File: config.mk
export PLATFORM = sky130hd
export DESIGN_NAME = tga_rle_pixel_decoder
export DESIGN_NICKNAME = d
export VERILOG_FILES = /design/src/sv/trd_pkg.sv /design/src/sv/trd_front.sv /design/src/sv/trd_back.sv /design/src/sv/tga_rle_pixel_decoder.sv
export SDC_FILE = /design/constraint.sdc
export NUM_CORES = 1
export LEC_CHECK = 0
export BUFFER_PORTS_ARGS = -buffer_cell sky130_fd_sc_hd__buf_2
export CAP_MARGIN = 10
export CORE_ASPECT_RATIO = 2
export CORE_UTILIZATION = 65
export DETAILED_ROUTE_END_ITERATION = 10
export PLACE_DENSITY_LB_ADDON = 0.05
export SYNTH_ARGS = -nofsm -noshare
export SYNTH_HDL_FRONTEND = slang
export SYNTH_SLANG_ARGS = --single-unit
File: constraint.sdc
create_clock -name clk_i -period 10.1 [get_ports clk_i]
set_input_delay 0 -clock clk_i [delete_from_list [all_inputs] [get_ports clk_i]]
set_output_delay 0 -clock clk_i [all_outputs]
set_load 0.02 [all_outputs]
File: src/sv/trd_pkg.sv
`timescale 1ns / 1ps

package trd_pkg;

  // dimension limit and register widths
  localparam int DIM_BITS   = 16;
  localparam int DIM_W      = 16;
  localparam int PIX_CNT_W  = 2 * DIM_W;
  localparam int GATHER_W   = 32;

  // byte queue between front and back
  localparam int QUEUE_DEPTH = 2;
  localparam int QUEUE_AW    = $clog2(QUEUE_DEPTH);

  // header byte positions
  localparam logic [4:0] HDR_ID_LEN    = 5'd0;
  localparam logic [4:0] HDR_CMAP_TYPE = 5'd1;
  localparam logic [4:0] HDR_IMG_TYPE  = 5'd2;
  localparam logic [4:0] HDR_WIDTH_LO  = 5'd12;
  localparam logic [4:0] HDR_WIDTH_HI  = 5'd13;
  localparam logic [4:0] HDR_HEIGHT_LO = 5'd14;
  localparam logic [4:0] HDR_HEIGHT_HI = 5'd15;
  localparam logic [4:0] HDR_BPP       = 5'd16;
  localparam logic [4:0] HDR_DESC      = 5'd17;

  // header field codes
  localparam logic [7:0] IMG_TYPE_RAW = 8'd2;
  localparam logic [7:0] IMG_TYPE_RLE = 8'd10;
  localparam logic [7:0] BPP_24       = 8'd24;
  localparam logic [7:0] BPP_32       = 8'd32;
  localparam logic [2:0] PIX_BYTES_24 = 3'd3;
  localparam logic [2:0] PIX_BYTES_32 = 3'd4;

  typedef enum logic [2:0] {
    PH_HEADER,
    PH_IDSKIP,
    PH_PACKET,
    PH_PIXEL,
    PH_DONE
  } phase_e;

  typedef enum logic [1:0] {
    ST_OK,
    ST_BAD_HEADER,
    ST_ZERO_DIM,
    ST_CLIPPED
  } status_e;

  // one input beat as held in the queue
  typedef struct packed {
    logic [7:0] data;
    logic       restart;
  } queue_entry_t;

  // parser state
  typedef struct packed {
    phase_e                 phase;
    logic [4:0]             hdr_pos;
    logic [7:0]             id_skip;
    logic                   compressed;
    logic [DIM_W-1:0]       width;
    logic [DIM_W-1:0]       height;
    logic [2:0]             pix_bytes;
    logic                   origin;
    logic [PIX_CNT_W-1:0]   pixels_left;
    logic                   pkt_run;
    logic [7:0]             pkt_left;
    logic [GATHER_W-1:0]    gather;
    logic [1:0]             byte_idx;
  } dec_state_t;

  localparam dec_state_t DEC_RESET = '{
    phase:       PH_HEADER,
    hdr_pos:     5'd0,
    id_skip:     8'd0,
    compressed:  1'b0,
    width:       '0,
    height:      '0,
    pix_bytes:   PIX_BYTES_24,
    origin:      1'b0,
    pixels_left: '0,
    pkt_run:     1'b0,
    pkt_left:    8'd0,
    gather:      '0,
    byte_idx:    2'd0
  };

  // one result beat
  typedef struct packed {
    logic [7:0] red;
    logic [7:0] green;
    logic [7:0] blue;
    logic [7:0] alpha;
    logic [7:0] repeat_count;
    logic       last_pixel;
    status_e    status;
    logic       top_origin;
  } pixel_out_t;

endpackage

File: src/sv/trd_front.sv
`timescale 1ns / 1ps

module trd_front import trd_pkg::*; (
  input  logic         clk_i,
  input  logic         rst_ni,
  input  logic [7:0]   data_byte_i,
  input  logic         start_of_file_i,
  input  logic         in_valid_i,
  output logic         in_stall_o,
  output logic         q_valid_o,
  output queue_entry_t q_entry_o,
  input  logic         q_pop_i
);

  queue_entry_t            entries_q [QUEUE_DEPTH];
  logic [QUEUE_AW-1:0]     wr_ptr_q, wr_ptr_d;
  logic [QUEUE_AW-1:0]     rd_ptr_q, rd_ptr_d;
  logic [QUEUE_AW:0]       count_q, count_d;
  logic                    full;
  logic                    push;

  // accept a beat whenever there is room
  assign full       = (count_q == (QUEUE_AW + 1)'(QUEUE_DEPTH));
  assign push       = in_valid_i && !full;
  assign in_stall_o = full;
  assign q_valid_o  = (count_q != '0);
  assign q_entry_o  = entries_q[rd_ptr_q];

  // pointer and fill count update, depth is a power of two so pointers wrap
  always_comb begin
    wr_ptr_d = push ? wr_ptr_q + 1'b1 : wr_ptr_q;
    rd_ptr_d = q_pop_i ? rd_ptr_q + 1'b1 : rd_ptr_q;
    count_d  = count_q;
    if (push && !q_pop_i) begin
      count_d = count_q + 1'b1;
    end else if (!push && q_pop_i) begin
      count_d = count_q - 1'b1;
    end
  end

  // control registers
  always_ff @(posedge clk_i or negedge rst_ni) begin
    if (!rst_ni) begin
      wr_ptr_q <= '0;
      rd_ptr_q <= '0;
      count_q  <= '0;
    end else begin
      wr_ptr_q <= wr_ptr_d;
      rd_ptr_q <= rd_ptr_d;
      count_q  <= count_d;
    end
  end

  // queue storage
  always_ff @(posedge clk_i) begin
    if (push) begin
      entries_q[wr_ptr_q] <= '{data: data_byte_i, restart: start_of_file_i};
    end
  end

endmodule

File: src/sv/trd_back.sv
`timescale 1ns / 1ps

module trd_back import trd_pkg::*; (
  input  logic         clk_i,
  input  logic         rst_ni,
  input  logic         q_valid_i,
  input  queue_entry_t q_entry_i,
  output logic         q_pop_o,
  output logic         out_valid_o,
  input  logic         out_stall_i,
  output pixel_out_t   res_o
);

  dec_state_t              st_q, st_d, cur;
  pixel_out_t              res_q, res;
  logic                    res_valid;
  logic                    out_valid_q, out_valid_d;
  logic [7:0]              b;
  logic                    err;
  status_e                 err_code;
  logic [PIX_CNT_W-1:0]    area;
  logic                    too_wide;
  logic [DIM_W-1:0]        height_full;
  logic [GATHER_W-1:0]     gather_new;
  logic [2:0]              idx_next;
  logic [7:0]              rep;
  logic                    clipped;
  logic [PIX_CNT_W-1:0]    pl_new;
  logic [7:0]              ppl_new;

  // move to pixel data once header and id field are done
  function automatic dec_state_t start_data(dec_state_t s);
    dec_state_t r;
    r          = s;
    r.byte_idx = 2'd0;
    r.gather   = '0;
    if (s.compressed) begin
      r.phase = PH_PACKET;
    end else begin
      r.phase    = PH_PIXEL;
      r.pkt_run  = 1'b0;
      r.pkt_left = 8'd0;
    end
    return r;
  endfunction

  // take a beat when the output register is free or being emptied
  assign q_pop_o = q_valid_i && (!out_valid_q || !out_stall_i);
  assign b       = q_entry_i.data;
  assign cur     = q_entry_i.restart ? DEC_RESET : st_q;

  // header helpers: pixel count and dimension limit
  assign height_full = {b, cur.height[7:0]};
  assign area        = PIX_CNT_W'(cur.width) * PIX_CNT_W'(cur.height);
  assign too_wide    = ((PIX_CNT_W'(cur.width) >> DIM_BITS) != '0) ||
                       ((PIX_CNT_W'(height_full) >> DIM_BITS) != '0);

  // pixel assembly and repeat count
  always_comb begin
    gather_new = cur.gather | (GATHER_W'(b) << {cur.byte_idx, 3'b000});
    idx_next   = {1'b0, cur.byte_idx} + 3'd1;
    clipped    = 1'b0;
    if (cur.compressed && cur.pkt_run) begin
      ppl_new = 8'd0;
      if (PIX_CNT_W'(cur.pkt_left) > cur.pixels_left) begin
        rep     = cur.pixels_left[7:0];
        clipped = 1'b1;
      end else begin
        rep = cur.pkt_left;
      end
      pl_new = cur.pixels_left - PIX_CNT_W'(rep);
    end else begin
      rep     = 8'd1;
      pl_new  = cur.pixels_left - PIX_CNT_W'(1);
      ppl_new = cur.pkt_left;
      if (cur.compressed) begin
        if (cur.pkt_left != 8'd0) begin
          ppl_new = cur.pkt_left - 8'd1;
        end
        if (pl_new == '0 && ppl_new != 8'd0) begin
          clipped = 1'b1;
        end
      end
    end
  end

  // parser next state and result
  always_comb begin
    st_d      = cur;
    res       = '0;
    res_valid = 1'b0;
    err       = 1'b0;
    err_code  = ST_BAD_HEADER;
    case (cur.phase)
      PH_HEADER: begin
        if (cur.hdr_pos < HDR_DESC) begin
          st_d.hdr_pos = cur.hdr_pos + 5'd1;
        end
        case (cur.hdr_pos)
          HDR_ID_LEN: begin
            st_d.id_skip = b;
          end
          HDR_CMAP_TYPE: begin
            if (b != 8'd0) begin
              err = 1'b1;
            end
          end
          HDR_IMG_TYPE: begin
            if (b == IMG_TYPE_RAW) begin
              st_d.compressed = 1'b0;
            end else if (b == IMG_TYPE_RLE) begin
              st_d.compressed = 1'b1;
            end else begin
              err = 1'b1;
            end
          end
          HDR_WIDTH_LO: begin
            st_d.width = DIM_W'(b);
          end
          HDR_WIDTH_HI: begin
            st_d.width = {b, cur.width[7:0]};
          end
          HDR_HEIGHT_LO: begin
            st_d.height = DIM_W'(b);
          end
          HDR_HEIGHT_HI: begin
            st_d.height = height_full;
            if (too_wide) begin
              err = 1'b1;
            end else if (cur.width == '0 || height_full == '0) begin
              err      = 1'b1;
              err_code = ST_ZERO_DIM;
            end
          end
          HDR_BPP: begin
            if (b == BPP_24) begin
              st_d.pix_bytes = PIX_BYTES_24;
            end else if (b == BPP_32) begin
              st_d.pix_bytes = PIX_BYTES_32;
            end else begin
              err = 1'b1;
            end
          end
          HDR_DESC: begin
            if (b[7:6] != 2'b00) begin
              err = 1'b1;
            end else begin
              st_d.origin      = b[5];
              st_d.pixels_left = area;
              if (cur.id_skip != 8'd0) begin
                st_d.phase = PH_IDSKIP;
              end else begin
                st_d = start_data(st_d);
              end
            end
          end
          default: ;
        endcase
      end
      PH_IDSKIP: begin
        st_d.id_skip = cur.id_skip - 8'd1;
        if (st_d.id_skip == 8'd0) begin
          st_d = start_data(st_d);
        end
      end
      PH_PACKET: begin
        st_d.pkt_run  = b[7];
        st_d.pkt_left = b[7] ? ({1'b0, b[6:0]} + 8'd1) : (b + 8'd1);
        st_d.byte_idx = 2'd0;
        st_d.gather   = '0;
        st_d.phase    = PH_PIXEL;
      end
      PH_PIXEL: begin
        if (idx_next < cur.pix_bytes) begin
          st_d.gather   = gather_new;
          st_d.byte_idx = idx_next[1:0];
        end else begin
          st_d.gather      = '0;
          st_d.byte_idx    = 2'd0;
          st_d.pixels_left = pl_new;
          st_d.pkt_left    = ppl_new;
          res_valid        = 1'b1;
          res.red          = gather_new[23:16];
          res.green        = gather_new[15:8];
          res.blue         = gather_new[7:0];
          res.alpha        = (cur.pix_bytes == PIX_BYTES_32) ? gather_new[31:24] : 8'd0;
          res.repeat_count = rep;
          res.last_pixel   = (pl_new == '0);
          res.status       = clipped ? ST_CLIPPED : ST_OK;
          res.top_origin   = cur.origin;
          if (pl_new == '0) begin
            st_d.phase = PH_DONE;
          end else if (cur.compressed && ppl_new == 8'd0) begin
            st_d.phase = PH_PACKET;
          end
        end
      end
      default: ;
    endcase
    // error beat ends the image
    if (err) begin
      res_valid      = 1'b1;
      res            = '0;
      res.last_pixel = 1'b1;
      res.status     = err_code;
      res.top_origin = cur.origin;
      st_d.phase     = PH_DONE;
    end
  end

  // output register valid
  always_comb begin
    if (q_pop_o && res_valid) begin
      out_valid_d = 1'b1;
    end else if (!out_stall_i) begin
      out_valid_d = 1'b0;
    end else begin
      out_valid_d = out_valid_q;
    end
  end

  // parser state and output valid
  always_ff @(posedge clk_i or negedge rst_ni) begin
    if (!rst_ni) begin
      st_q        <= DEC_RESET;
      out_valid_q <= 1'b0;
    end else begin
      if (q_pop_o) begin
        st_q <= st_d;
      end
      out_valid_q <= out_valid_d;
    end
  end

  // result payload
  always_ff @(posedge clk_i) begin
    if (q_pop_o && res_valid) begin
      res_q <= res;
    end
  end

  assign out_valid_o = out_valid_q;
  assign res_o       = res_q;

endmodule

File: src/sv/tga_rle_pixel_decoder.sv
`timescale 1ns / 1ps
// channel  | handshake                | payload
// ---------+--------------------------+--------------------------------------------
// input    | in_valid_i / in_stall_o  | data_byte_i, start_of_file_i
// output   | out_valid_o / out_stall_i| red_o green_o blue_o alpha_o repeat_count_o
//          |                          | last_pixel_o status_o top_origin_o
// one byte per cycle sustained while the output is not stalled; a result's last byte
// goes through the queue write, then the parser step into the output register
// descriptor byte multiplies width by height (16 x 16) in the parser step
// reset clears the two-entry byte queue, the parser state and the output valid
// an output stall holds the result; the queue takes at most two more bytes, then stalls

module tga_rle_pixel_decoder import trd_pkg::*; (
  input  logic       clk_i,
  input  logic       rst_ni,
  input  logic [7:0] data_byte_i,
  input  logic       start_of_file_i,
  input  logic       in_valid_i,
  output logic       in_stall_o,
  output logic [7:0] red_o,
  output logic [7:0] green_o,
  output logic [7:0] blue_o,
  output logic [7:0] alpha_o,
  output logic [7:0] repeat_count_o,
  output logic       last_pixel_o,
  output logic [1:0] status_o,
  output logic       top_origin_o,
  output logic       out_valid_o,
  input  logic       out_stall_i
);

  logic         q_valid;
  logic         q_pop;
  queue_entry_t q_entry;
  pixel_out_t   res;

  // byte intake and queue
  trd_front u_front (
    .clk_i,
    .rst_ni,
    .data_byte_i,
    .start_of_file_i,
    .in_valid_i,
    .in_stall_o,
    .q_valid_o (q_valid),
    .q_entry_o (q_entry),
    .q_pop_i   (q_pop)
  );

  // header parser, packet decoder and output register
  trd_back u_back (
    .clk_i,
    .rst_ni,
    .q_valid_i (q_valid),
    .q_entry_i (q_entry),
    .q_pop_o   (q_pop),
    .out_valid_o,
    .out_stall_i,
    .res_o     (res)
  );

  assign red_o          = res.red;
  assign green_o        = res.green;
  assign blue_o         = res.blue;
  assign alpha_o        = res.alpha;
  assign repeat_count_o = res.repeat_count;
  assign last_pixel_o   = res.last_pixel;
  assign status_o       = res.status;
  assign top_origin_o   = res.top_origin;

endmodule

==> flow_metrics.tcl <==
set metrics [dict create \
    cts_root_buffer "clkbuf_16" \
    start_util_pct 66.32 \
    grt_pass1_wl_um 109300 \
    drv_slew 0 \
    clock_latency_ns 0.45 \
    slowest_delay_ns 0.91 \
    p_per_area_nw_per_um2 196.9 \
    internal-power_mw 2.135 \
    cp_max_fo 61 \
    ys_ff_latch 195 \
    synth_ff_type "dfrtp_1" \
    fmaxAchievable_ghz 0.1169 \
    yosysSeqAreaShare_pct 24.73 \
    h-tree-depth 4 \
    path_class "reg2reg" \
    cts_buffer_depth 2 \
    switchingPower_mw 2.246 \
    routed_wl_um 70000 \
    cts.sinks 195 \
    clkPwrFrac_pct 17.0 \
    die_area_um2 33070 \
    finClkSkew_ns 0.01092 \
    min_period_ns 8.557 \
    antenna_found_initial 3 \
    rsz0062_at_grt "false" \
    tritoncts "built" \
    maxCapViolations 0 \
    ys_async_sr_fraction_pct 68.21 \
    cpMostUsedCell "fa_1" \
    synth_largest_area_cell "fa_1" \
    routed_via_density 6.733 \
    vias 19300 \
    cp.required_ns 10.43 \
    syn_avg_cell_area_um2 8.528 \
    grt_usage_pct 44.36 \
    ant_nets 0 \
    peakVddDrop_mv 0.3803 \
    synth.net_count 2806 \
    hpwl_um 51580 \
    arrival_ns 8.89 \
    synthTopCellsByArea "fa_1, dfrtp_1, edfxtp_1" \
    num_io_pins 59 \
    outcome "finished, final reports clean" \
    report.final.hold_viol_count 0 \
    synth_top_area_share_pct 18.59 \
    area_growth_syn_to_layout_pct 6.007 \
    tns_ns 0 \
    worstSetupStartpointType "flop" \
    die_w_um 129.1 \
    rows 92 \
    cp_top_family "adder cells" \
    final_common_cell "nand2_1" \
    layoutNonFillerInstCount 2866 \
    first_global_vias 19900 \
    slew-limit-headroom_pct 23.76 \
    grt_overflow 0 \
    syn_area_um2 21000 \
    portBuffers 58 \
    drcViolationCount 0 \
    placed_cells 2821 \
    fin_ws_ns 1.543 \
    setup_viol 0 \
    crit_slowest_cell "dfrtp_1" \
    die_h_um 256.2 \
    most-common-layout-cells "nand2_1, inv_1, fa_1" \
    fin_nets 2773 \
    power_frac_comb_pct 55.0 \
    postSynthCellCount 2462 \
    synth.distinct_cells 87 \
    dp_slack_ns 1.639 \
    critPathCaptureType "flop" \
    wl_per_cell_um 24.42 \
    grt_max_degree 91 \
    max_slew.worst_pin.slew_ns 1.135 \
    p_seq_share_pct 28.0 \
    p_leak_nw 10.40 \
    synth_edf_count 62 \
    place_congestion 1.031 \
    holdCritPathClass "in2async" \
    final_core_util_pct 70.31 \
    path_clk_slew_ns 0.08 \
    min_period_over_period_pct 84.72 \
    power_mw 4.381 \
    drt_iter0_markers 1785 \
    drive_gt1_share_pct 6.880 \
    cp_num_buf_inv 6 \
    cts_buffers 17 \
    cts_resized 0 \
    yosys_warnings 0 \
    core_um2 31660 \
    firstDrtPassIters 6 \
    p_sw_share_pct 51.27 \
]
[layer usage]
layer | up-vias | wire length [µm] | global-route usage (%) | share of wire (%)
li1 | 8403 | - | - | -
met1 | 9378 | 22830 | 47.25 | 33
met2 | 1126 | 35190 | 74.55 | 50
met3 | 387 | 5739 | 9.511 | 8.2
met4 | 4 | 6213 | 35.78 | 8.9
met5 | - | 30 | 0 | 0.043
[final cells by class]
cell class	instances	area (µm²)
diodes	1	2.502
clock buffers	19	454.2
clock inverters	13	177.7
fillers	2554	9399
inverters	279	1047
multi-input cells	1832	14170
flip-flops and latches	195	5192
well taps	423	529.3
repair buffers	104	684.4
[worst register-to-register path: cells and delay by family (launching register included)]
family                   cells  cell delay [ns]
adder cells (fa/ha/maj)      7             3.37
AO/OA/AOI/OAI                8             1.81
flip-flops                   1             0.91
multiplexers                 1             0.89
AND/OR/NAND/NOR              3             0.77
buffers and inverters        6             0.60
XOR/XNOR                     1             0.08
[flip-flops by register name, summed over array words and instances (netlist names)]
signal,cells
u_back.st_q,128
u_back.res_o,44
u_front.entries_q,18
u_front.count_q,2
u_back.out_valid_o,1
u_front.rd_ptr_q,1
u_front.wr_ptr_q,1
[Yosys cell counts (37+ instances only)]
cell type,n
clkbuf_1,122
nor2_1,170
edfxtp_1,62
xnor2_1,41
a21oi_1,109
nand2_1,329
nor3_1,47
and3_1,131
nand3_1,56
inv_1,278
fa_1,195
nor4_1,37
ha_1,136
o21ai_0,133
dfrtp_1,131
[path summary, 6_finish.rpt]
path / slack, ns / from / cells after the start / endpoint
setup / recovery: 1.54 / u_front.rd_ptr_q / 26 / u_back.st_q[67]
hold / removal: 0.18 / rst_ni / 2 / u_back.st_q[21]
setup reg to reg: 1.54 / u_front.rd_ptr_q / 26 / u_back.st_q[67]
hold reg to reg: 0.49 / u_back.st_q[16] / 2 / u_back.st_q[16]
max in group asynchronous: 8.74 / rst_ni / 3 / u_back.st_q[52]
min in group clk_i: 0.26 / data_byte_i[5] / 2 / u_front.entries_q[0][6]
[stage by stage]
stage | hold WS (ns) | cell area, µm²
floorplan | -0.2956 | 21000
global placement | 0.1223 | 21500
detailed placement | 0.1295 | 21500
CTS | 0.2234 | 22250
global route | 0.2560 | 22250
finish | 0.1777 | 22260
[power groups by stage]
stage	clock [mW]	combinational (mW)	sequential (mW)
floorplan	0	1.57	1.24
global placement	0	2.28	1.22
detailed placement	0	2.31	1.23
CTS	0.743	2.33	1.22
global route	0.771	2.56	1.25
finish	0.744	2.41	1.23
[cell families (layout without fill, tap and decap cells)]
family / Yosys count / after routing / share of synthesized area [%]
compound gates: 498 / 498 / 15.24
xor+xnor: 65 / 65 / 2.712
fa+ha+maj: 331 / 331 / 26.70
buf+inv: 435 / 415 / 7.902
flops: 195 / 195 / 24.73
mux: 35 / 35 / 1.770
other cells: 0 / 1 / 0
simple gates: 903 / 903 / 20.94
[repair_timing]
item,in CTS,in global routing
setup buffers,0,0
hold buffers,12,0
endpoints found under the hold margin,107,0
No activity file was read; power rests on OpenSTA's default activity.
